==> config.mk <==
export PLATFORM = sky130hd
export DESIGN_NAME = sactr_ctrl
export DESIGN_NICKNAME = d
export VERILOG_FILES = /design/src/design/sactr_pkg.sv /design/src/design/sactr_ctrl.sv
export SDC_FILE = /design/constraint.sdc
export NUM_CORES = 1
export LEC_CHECK = 0
export ABC_AREA = 1
export BUFFER_PORTS_ARGS = -buffer_cell sky130_fd_sc_hd__clkbuf_2
export CAP_MARGIN = 20
export CORE_AREA = 2 2 39 41
export DETAILED_ROUTE_END_ITERATION = 10
export DIE_AREA = 0 0 41 43
export PLACE_DENSITY = 0.54
export SYNTH_ARGS = -nofsm -noshare
export SYNTH_HDL_FRONTEND = slang
export SYNTH_SLANG_ARGS = --single-unit
export TNS_END_PERCENT = 30
==> constraint.sdc <==
create_clock -name clk -period 1.1 [get_ports clk]
set_input_delay 0 -clock clk [delete_from_list [all_inputs] [get_ports clk]]
set_output_delay 0 -clock clk [all_outputs]
set_load 0.02 [all_outputs]
==> src/design/sactr_pkg.sv <==
// Shared types and constants for the set-associative cache tag store.
// Used by the controller, the datapath and the top level; depends on nothing.
`timescale 1ns / 1ps
`default_nettype none
package sactr_pkg;

	localparam int NUM_SETS_DEF = 64;
	localparam int NUM_WAYS_DEF = 8;
	localparam int TAG_BITS_DEF = 20;

	localparam int SET_IN_W  = 6;
	localparam int TAG_IN_W  = 20;
	localparam int WAY_OUT_W = 3;
	localparam int CFG_IDX_W = 2;
	localparam int CFG_DAT_W = 16;
	localparam int POL_W     = 2;
	localparam int WAYS_CFG_W = 4;

	localparam int CNT_BITS = 16;
	localparam logic [CNT_BITS-1:0] CNT_MAX = '1;

	localparam int LFSR_W = 16;
	localparam logic [LFSR_W-1:0] SEED_RESET = 16'd44257;
	localparam logic [WAYS_CFG_W-1:0] WAYS_RESET = 4'd8;
	localparam int MOD_DIGIT = 4;
	localparam int MOD_STEPS = LFSR_W / MOD_DIGIT;
	localparam int MOD_CNT_W = (MOD_STEPS > 1) ? $clog2(MOD_STEPS) : 1;

	localparam logic [CFG_IDX_W-1:0] CFG_POLICY = 2'd0;
	localparam logic [CFG_IDX_W-1:0] CFG_WAYS   = 2'd1;
	localparam logic [CFG_IDX_W-1:0] CFG_SEED   = 2'd2;

	localparam logic [POL_W-1:0] POL_LRU  = 2'd0;
	localparam logic [POL_W-1:0] POL_LFU  = 2'd1;
	localparam logic [POL_W-1:0] POL_RAND = 2'd2;

	typedef enum logic [2:0] {
		ST_CLEAR,
		ST_IDLE,
		ST_LOOK,
		ST_MOD,
		ST_WRITE
	} state_t;

	typedef struct packed {
		logic clr_step;
		logic capture;
		logic look;
		logic rand_start;
		logic mod_step;
		logic commit;
	} cmd_t;

	typedef struct packed {
		logic clr_last;
		logic need_rand;
		logic out_full;
	} sts_t;

	function automatic logic [CNT_BITS-1:0] sat_inc(input logic [CNT_BITS-1:0] v);
		return (v == CNT_MAX) ? v : v + 1'b1;
	endfunction

	function automatic logic [LFSR_W-1:0] lfsr_next(input logic [LFSR_W-1:0] x);
		logic b;
		b = x[0] ^ x[2] ^ x[3] ^ x[5];
		return {b, x[LFSR_W-1:1]};
	endfunction

endpackage
`default_nettype wire

==> src/design/sactr_ctrl.sv <==
// Controller state machine: clearing pass, lookup, random victim reduction and commit.
// Depends on sactr_pkg for the state type and the command and status structs.
`timescale 1ns / 1ps
`default_nettype none
module sactr_ctrl (
	input  wire logic            clk,
	input  wire logic            arst_n,
	input  wire logic            in_valid,
	output logic                 in_ready,
	input  wire sactr_pkg::sts_t sts,
	output sactr_pkg::cmd_t      cmd
);
	import sactr_pkg::*;

	state_t state_q, state_d;
	logic [MOD_CNT_W-1:0] mod_cnt_q;
	logic mod_last;

	assign mod_last = (mod_cnt_q == MOD_CNT_W'(MOD_STEPS - 1));

	always_ff @(posedge clk or negedge arst_n) begin
		if (!arst_n) begin
			state_q   <= ST_CLEAR;
			mod_cnt_q <= '0;
		end else begin
			state_q <= state_d;
			if (state_q == ST_MOD) begin
				mod_cnt_q <= mod_cnt_q + 1'b1;
			end else begin
				mod_cnt_q <= '0;
			end
		end
	end

	always_comb begin
		state_d = state_q;
		case (state_q)
			ST_CLEAR: begin
				if (sts.clr_last) state_d = ST_IDLE;
			end
			ST_IDLE: begin
				if (in_valid) state_d = ST_LOOK;
			end
			ST_LOOK: begin
				state_d = sts.need_rand ? ST_MOD : ST_WRITE;
			end
			ST_MOD: begin
				if (mod_last) state_d = ST_WRITE;
			end
			ST_WRITE: begin
				if (!sts.out_full) state_d = ST_IDLE;
			end
			default: state_d = ST_CLEAR;
		endcase
	end

	always_comb begin
		cmd      = '0;
		in_ready = 1'b0;
		case (state_q)
			ST_CLEAR: cmd.clr_step = 1'b1;
			ST_IDLE: begin
				in_ready    = 1'b1;
				cmd.capture = in_valid;
			end
			ST_LOOK: begin
				cmd.look       = 1'b1;
				cmd.rand_start = sts.need_rand;
			end
			ST_MOD: cmd.mod_step = 1'b1;
			ST_WRITE: cmd.commit = !sts.out_full;
			default: cmd = '0;
		endcase
	end
endmodule
`default_nettype wire

==> out/summary.log, run 1 <==
[run_status] run status finished with violations
[run_status] violations in the final reports setup timing
[cells_and_area] number of filler instances in the final layout 143
[cells_and_area] layout-stage area growth over the synthesis result 71.9%
[sta] relative max-transition margin 89.9%
[cells_and_area] number of nets in the final layout 76
[yosys] area of the mapped netlist 320 sq um
[die] die height 43 um
[sta] Final Hold Viols 0
[routing] antenna-violating nets left 0
[clock_tree] CTS tree yes
[placement] Placement Setup Slack -0.0208 ns
[yosys] number of register bits inferred by synthesis 5
[routing] vias 342
[routing] post-DR vias/cell 4.07
[cells_and_area] Antenna Cells 0
[pwr] total power draw 0.00163 W
[worst_setup_path] critical path data arrival time 1.16 ns
[global_routing] antenna violations before repair 0
[min_path] min-delay worst type in -> reg
[sta] Max Freq 865 MHz
[clock_tree] TritonCTS buffer count 3
[placement] placer congestion estimate 0.753
[routing] total routed wirelength 730 um
[die] Die Footprint 1760 sq um
[global_routing] Remaining Overflow, GRT 0
[sta] Final Setup Violations 8
[cells_and_area] post-layout util 39.8%
[sta] final clock skew 0.00168 ns
[pwr] Max IR drop VDD 1430 uV
[die] starting density of the core 23.1%
[cells_and_area] most frequent cells in the layout 9 x nand2_1, 8 x buf_4, 7 x inv_1
[yosys] sequential area share after synthesis 39.1%
[die] core outline area 1380 sq um
[worst_setup_path] cell at the slowest stage of the critical path dfrtp_1
[die] x dimension of the die 41 um
[worst_setup_path] crit path launch type register
[clock_tree] buffer cell driving the clock tree root clkbuf_4
[placement] I/O Buffers 12
[global_routing] vias in the first global route 361
[cells_and_area] FF+latch area 126 sq um
[yosys] total number of yosys warnings 0
[yosys] mean area per synthesized cell 6.96 sq um
[sta] clock period minus final worst setup slack 1.16 ns
[die] count of pins on the block boundary 13
[routing] initial drt markers 3
[worst_setup_path] capturing element type of the critical path primary output
[routing] routed length per instance 8.69 um
[clock_tree] H-tree depth reported by CTS 1
[cells_and_area] most common cell after layout, fill and taps aside nand2_1
[pwr] Leakage 0.304 nW
[die] number of core rows 14
[routing] number of detailed-routing iterations run before antenna repair 3
[worst_setup_path] critical path fanouts, max 3
[worst_setup_path] delay of the slowest critical-path stage 0.41 ns
[global_routing] first-pass GRT wire length 1.44 mm
[yosys] post-synthesis cell count 46
[pwr] power density of the placed cells 2960 nW/um^2
[sta] post-route clock period utilization 105%
[worst_setup_path] depth of the worst register-to-register path 7
[worst_setup_path] Required @ worst endpoint 1.10 ns
[min_path] Worst Hold Path Cells 3
[clock_tree] maximum clock insertion buffer count 2
[clock_tree] Clock Sinks 5
[yosys] syn_nets 53
[yosys] unique cell type count in the Yosys netlist 14
[sta] RSZ-0062 raised after global routing true
[global_routing] GRT Total Usage 12.0%
[cells_and_area] multi-input gate area in the final layout 190 sq um
[routing] drt drc 0
[global_routing] maximum number of pins on one net before global-route repair 6
[job] number of max-capacitance violations reported 0
[worst_setup_path] category of the critical setup timing path reg -> out
[clock_tree] clock insertion delay at the later pin of the skew report 0.24 ns
[placement] DP Wirelength 534 um
[sta] max-slew violation count 0
[sta] Tightest Pin Transition 0.152 ns
[cells_and_area] fraction of layout cells with a size suffix above 1 55.9%
[clock_tree] clock-pin slew reported for the worst setup and hold paths after clock tree synthesis 0.04 ns
[worst_setup_path] cell-by-cell listing of the critical path buf_6 -> nor2_4 -> nand2_2 -> nor2_1 -> buf_4
[sta] setup slack of the critical path after layout -0.0561 ns
[cell usage after synthesis]
cell type | count | area, sq um
nand2_1 | 12 | 45.0
inv_1 | 9 | 33.8
nor2_1 | 6 | 22.5
dfrtp_1 | 5 | 125
nand2_2 | 3 | 18.8
nand3_1 | 2 | 10.0
nor2_2 | 2 | 12.5
a21oi_1 | 1 | 5.00
ha_1 | 1 | 12.5
inv_2 | 1 | 3.75
nand3_2 | 1 | 10.0
nor2_4 | 1 | 11.3
nor3_1 | 1 | 5.00
o21ai_0 | 1 | 5.00
[power breakdown]
part           total [W]  switching, W  internal (W)  leakage [nW]
Clock           0.000207     0.0000702      0.000137        0.0150
Sequential      0.000328     0.0000692      0.000259        0.0645
Combinational    0.00109      0.000610      0.000483         0.224
[cells by family after synthesis]
| kind of cell | after synthesis | share of synthesized area (%) |
|---|---|---|
| AND/OR/NAND/NOR | 28 | 42.2 |
| buffers and inverters | 10 | 11.7 |
| adder cells (fa/ha/maj) | 1 | 3.91 |
| flip-flops | 5 | 39.1 |
| AO/OA/AOI/OAI | 2 | 3.12 |
[timing repair]
item	CTS	global route
hold buffers	1	0
setup buffers	2	1
setup endpoints to repair	9	10
resized for setup	21	6
pin swaps	5	2
hold endpoints to repair	5	0
gates cloned	0	0
[worst paths after layout]
kind | startpoint | to | slack (ns)
worst min register to register | mod_cnt_q[0] | mod_cnt_q[0] | 0.43
min in group asynchronous | arst_n | state_q[0] | 0.12
max in group asynchronous | arst_n | state_q[2] | 0.82
worst max register to register | state_q[1] | state_q[0] | -0.02
worst max-delay path | state_q[1] | cmd[4] | -0.06
worst min-delay path | sts[0] | state_q[2] | 0.05
[state kept, by name, summed over array words and instances, names as in the netlist]
register   count
mod_cnt_q      2
state_q        3
[metal layers]
| metal | up-vias | track usage [%] | routed length [um] |
|---|---|---|---|
| li1 | 181 | - | - |
| met4 | 0 | 10.0 | 0 |
| met3 | 0 | 3.14 | 23 |
| met5 | - | 0 | 0 |
| met2 | 5 | 15.3 | 364 |
| met1 | 156 | 16.2 | 343 |
[worst max-delay path, delay by kind of cell, from the launching register on]
family | cells | cell delay, ns
flip-flops | 1 | 0.41
buffers and inverters | 2 | 0.28
AND/OR/NAND/NOR | 3 | 0.23
[cell type report]
type                    count  share of cell area, %
well taps                  16                   3.64
clock buffers               4                   4.77
inverters                  10                   7.27
flip-flops and latches      5                   23.0
multi-input cells          31                   34.5
repair buffers             18                   26.8
[per-stage QoR]
step	hold slack [ns]	cells	area, sq um	TNS (ns)
after global routing	0.0550	84	551	-1.13
after floorplan	-0.296	46	325	-0.0413
after CTS	0.0323	83	541	-0.306
after global placement	-0.181	76	420	-0.0395
after detailed placement	-0.179	76	420	-0.0502
final	0.0500	84	551	-0.240
No activity file was read; power rests on OpenSTA's default activity.
==> run 2, diff against run 1 <==
--- a/config.mk
+++ b/config.mk
@@ -11,7 +11,7 @@
 export CORE_AREA = 2 2 39 41
 export DETAILED_ROUTE_END_ITERATION = 10
 export DIE_AREA = 0 0 41 43
-export PLACE_DENSITY = 0.54
+export PLACE_DENSITY = 0.53
 export SYNTH_ARGS = -nofsm -noshare
 export SYNTH_HDL_FRONTEND = slang
 export SYNTH_SLANG_ARGS = --single-unit
==> constraint.sdc (replaced) <==
create_clock -name clk -period 1.08 [get_ports clk]
set_input_delay 0 -clock clk [delete_from_list [all_inputs] [get_ports clk]]
set_output_delay 0 -clock clk [all_outputs]
set_load 0.02 [all_outputs]
==> out/summary.log, run 2 (same netlist as run 1, synthesis figures left out) <==
[sta] setup slack of the critical path after layout -0.0999 ns
[pwr] Clk pwr share 11.1%
[pwr] total power draw 0.00187 W
[sta] post-route clock period utilization 109%
[routing] initial drt markers 4
[cells_and_area] biggest regs state_q (3), mod_cnt_q (2)
[clock_tree] TritonCTS buffer count 3
[sta] clock period minus final worst setup slack 1.18 ns
[cells_and_area] number of filler instances in the final layout 141
[pwr] power density of the placed cells 3100 nW/um^2
[run_status] violations in the final reports setup timing
[cells_and_area] most common cell after layout, fill and taps aside nand2_2
[placement] DP Wirelength 540 um
[cells_and_area] number of nets in the final layout 78
[cells_and_area] summed area of non-filler cells in the final layout 603 sq um
[worst_setup_path] Required @ worst endpoint 1.08 ns
[cells_and_area] layout-stage area growth over the synthesis result 88.3%
[worst_setup_path] capturing element type of the critical path primary output
[worst_setup_path] crit path launch type register
[placement] cell area after placement 425 sq um
[routing] number of detailed-routing iterations run before antenna repair 2
[sta] final clock skew 0.000405 ns
[clock_tree] H-tree depth reported by CTS 1
[sta] relative max-transition margin 88.2%
[placement] I/O Buffers 12
[clock_tree] buffer cell driving the clock tree root clkbuf_4
[sta] RSZ-0062 raised after global routing true
[die] count of pins on the block boundary 13
[sta] Final Hold Viols 0
[global_routing] maximum number of pins on one net before global-route repair 6
[die] starting density of the core 23.1%
[job] number of max-capacitance violations reported 0
[global_routing] vias in the first global route 316
[routing] total routed wirelength 735 um
[global_routing] GRT Total Usage 10.7%
[pwr] sw power 0.000849 W
[die] die height 43 um
[sta] max-slew violation count 0
[run_status] run status finished with violations
[global_routing] antenna violations before repair 0
[routing] total length of routed met3 wires 35 um
[worst_setup_path] critical path fanouts, max 4
[cells_and_area] flip-flop count of the largest register after layout 3
[routing] highest metal layer with signal wires met4
[clock_tree] CTS tree yes
[die] core outline area 1380 sq um
[global_routing] Remaining Overflow, GRT 0
[pwr] Switching Share 45.4%
[die] number of core rows 14
[pwr] Internal Power 0.00102 W
[routing] length of routed met2 wiring 359 um
[pwr] fraction of power consumed by combinational cells 68.6%
[global_routing] first-pass GRT wire length 1.18 mm
[worst_setup_path] category of the critical setup timing path reg -> out
[die] Die Footprint 1760 sq um
[pwr] Max IR drop VDD 966 uV
[routing] sum of routed wire segments on met1 332 um
[cells_and_area] most frequent cells in the layout 8 x nand2_2, 7 x buf_4, 6 x inv_1, 6 x nand2_1
[cells_and_area] fraction of layout cells with a size suffix above 1 68.6%
[worst_setup_path] critical path data arrival time 1.18 ns
[routing] routed length per instance 8.55 um
[routing] post-DR vias/cell 3.84
[sta] Max Freq 848 MHz
[pwr] sequential share of power 20.3%
[sta] Tightest Pin Transition 0.177 ns
[placement] placer congestion estimate 0.716
[min_path] min-delay worst type in -> reg
[clock_tree] clock-pin slew reported for the worst setup and hold paths after clock tree synthesis 0.04 ns
[clock_tree] maximum clock insertion buffer count 2
[clock_tree] clock insertion delay at the later pin of the skew report 0.24 ns
[cells_and_area] Antenna Cells 0
[routing] drt drc 0
[pwr] Leakage 0.319 nW
[cells_and_area] top register by number of flip-flops state_q
[die] x dimension of the die 41 um
[routing] antenna-violating nets left 0
[clock_tree] Clock Sinks 5
[sta] Final Setup Violations 10
[routing] vias 330
-- run 2: changes by cell type in the layout (fill, tap and decap cells not counted), sizes merged --
cell    change
clkbuf      -2
buf         +4
-- run 2: area by class of cell --
cell class              count  area [sq um]  area share (%)
inverters                  10          40.0            6.64
multi-input cells          31           218            36.1
well taps                  16          20.0            3.32
clock buffers               4          26.3            4.36
flip-flops and latches      5           129            21.4
repair buffers             20           170            28.2
-- run 2: power by group through the flow --
stage,combinational [W],clock [W],sequential [W]
floorplan,0.000569,0,0.000337
global placement,0.000802,0,0.000344
detailed placement,0.000801,0,0.000345
CTS,0.00103,0.000223,0.000339
global route,0.00140,0.000242,0.000389
finish,0.00128,0.000207,0.000379
-- run 2: per-layer routing --
layer | global-route usage [%] | vias up
met4 | 10.0 | 0
met2 | 13.4 | 8
li1 | - | 184
met1 | 12.8 | 136
met3 | 4.71 | 2
met5 | 0 | -
-- run 2: final timing paths --
check                               endpoint  cells past startpoint    startpoint  slack (ns)
worst max-delay path                  cmd[2]                      6    state_q[1]        -0.1
worst min-delay path              state_q[2]                      3        sts[0]        0.05
worst max register to register    state_q[0]                      8    state_q[0]       -0.09
worst min register to register  mod_cnt_q[0]                      1  mod_cnt_q[0]        0.43
max in group asynchronous         state_q[0]                      2        arst_n        0.81
min in group asynchronous       mod_cnt_q[0]                      2        arst_n        0.12
-- run 2: critical path: stages, from the launching register on --
cell and delay, ns:
dfrtp_2 0.44, buf_6 0.12, nand2_4 0.04, nor2_4 0.11, nand2_2 0.07, inv_2 0.06
buf_8 0.10
-- run 2: stage by stage --
stage | hold WS, ns | cells | worst slack [ns] | utilization [%] | setup TNS, ns
final | 0.0548 | 86 | -0.0999 | 43.6 | -0.631
after global routing | 0.0435 | 86 | -0.163 | 43.6 | -1.26
after CTS | 0.0577 | 84 | -0.138 | 38.1 | -0.842
after detailed placement | -0.177 | 76 | -0.0377 | 30.7 | -0.0939
after global placement | -0.177 | 76 | -0.0124 | 30.7 | -0.0134
after floorplan | -0.296 | 46 | -0.00635 | - | -0.00635
-- run 2: timing repair --
action                                 CTS  global route
endpoints found under the hold margin    5             0
pin swaps                                1            10
hold buffers                             1             0
setup endpoints to repair               10            10
gates resized for setup                 13            27
setup buffers                            3             2
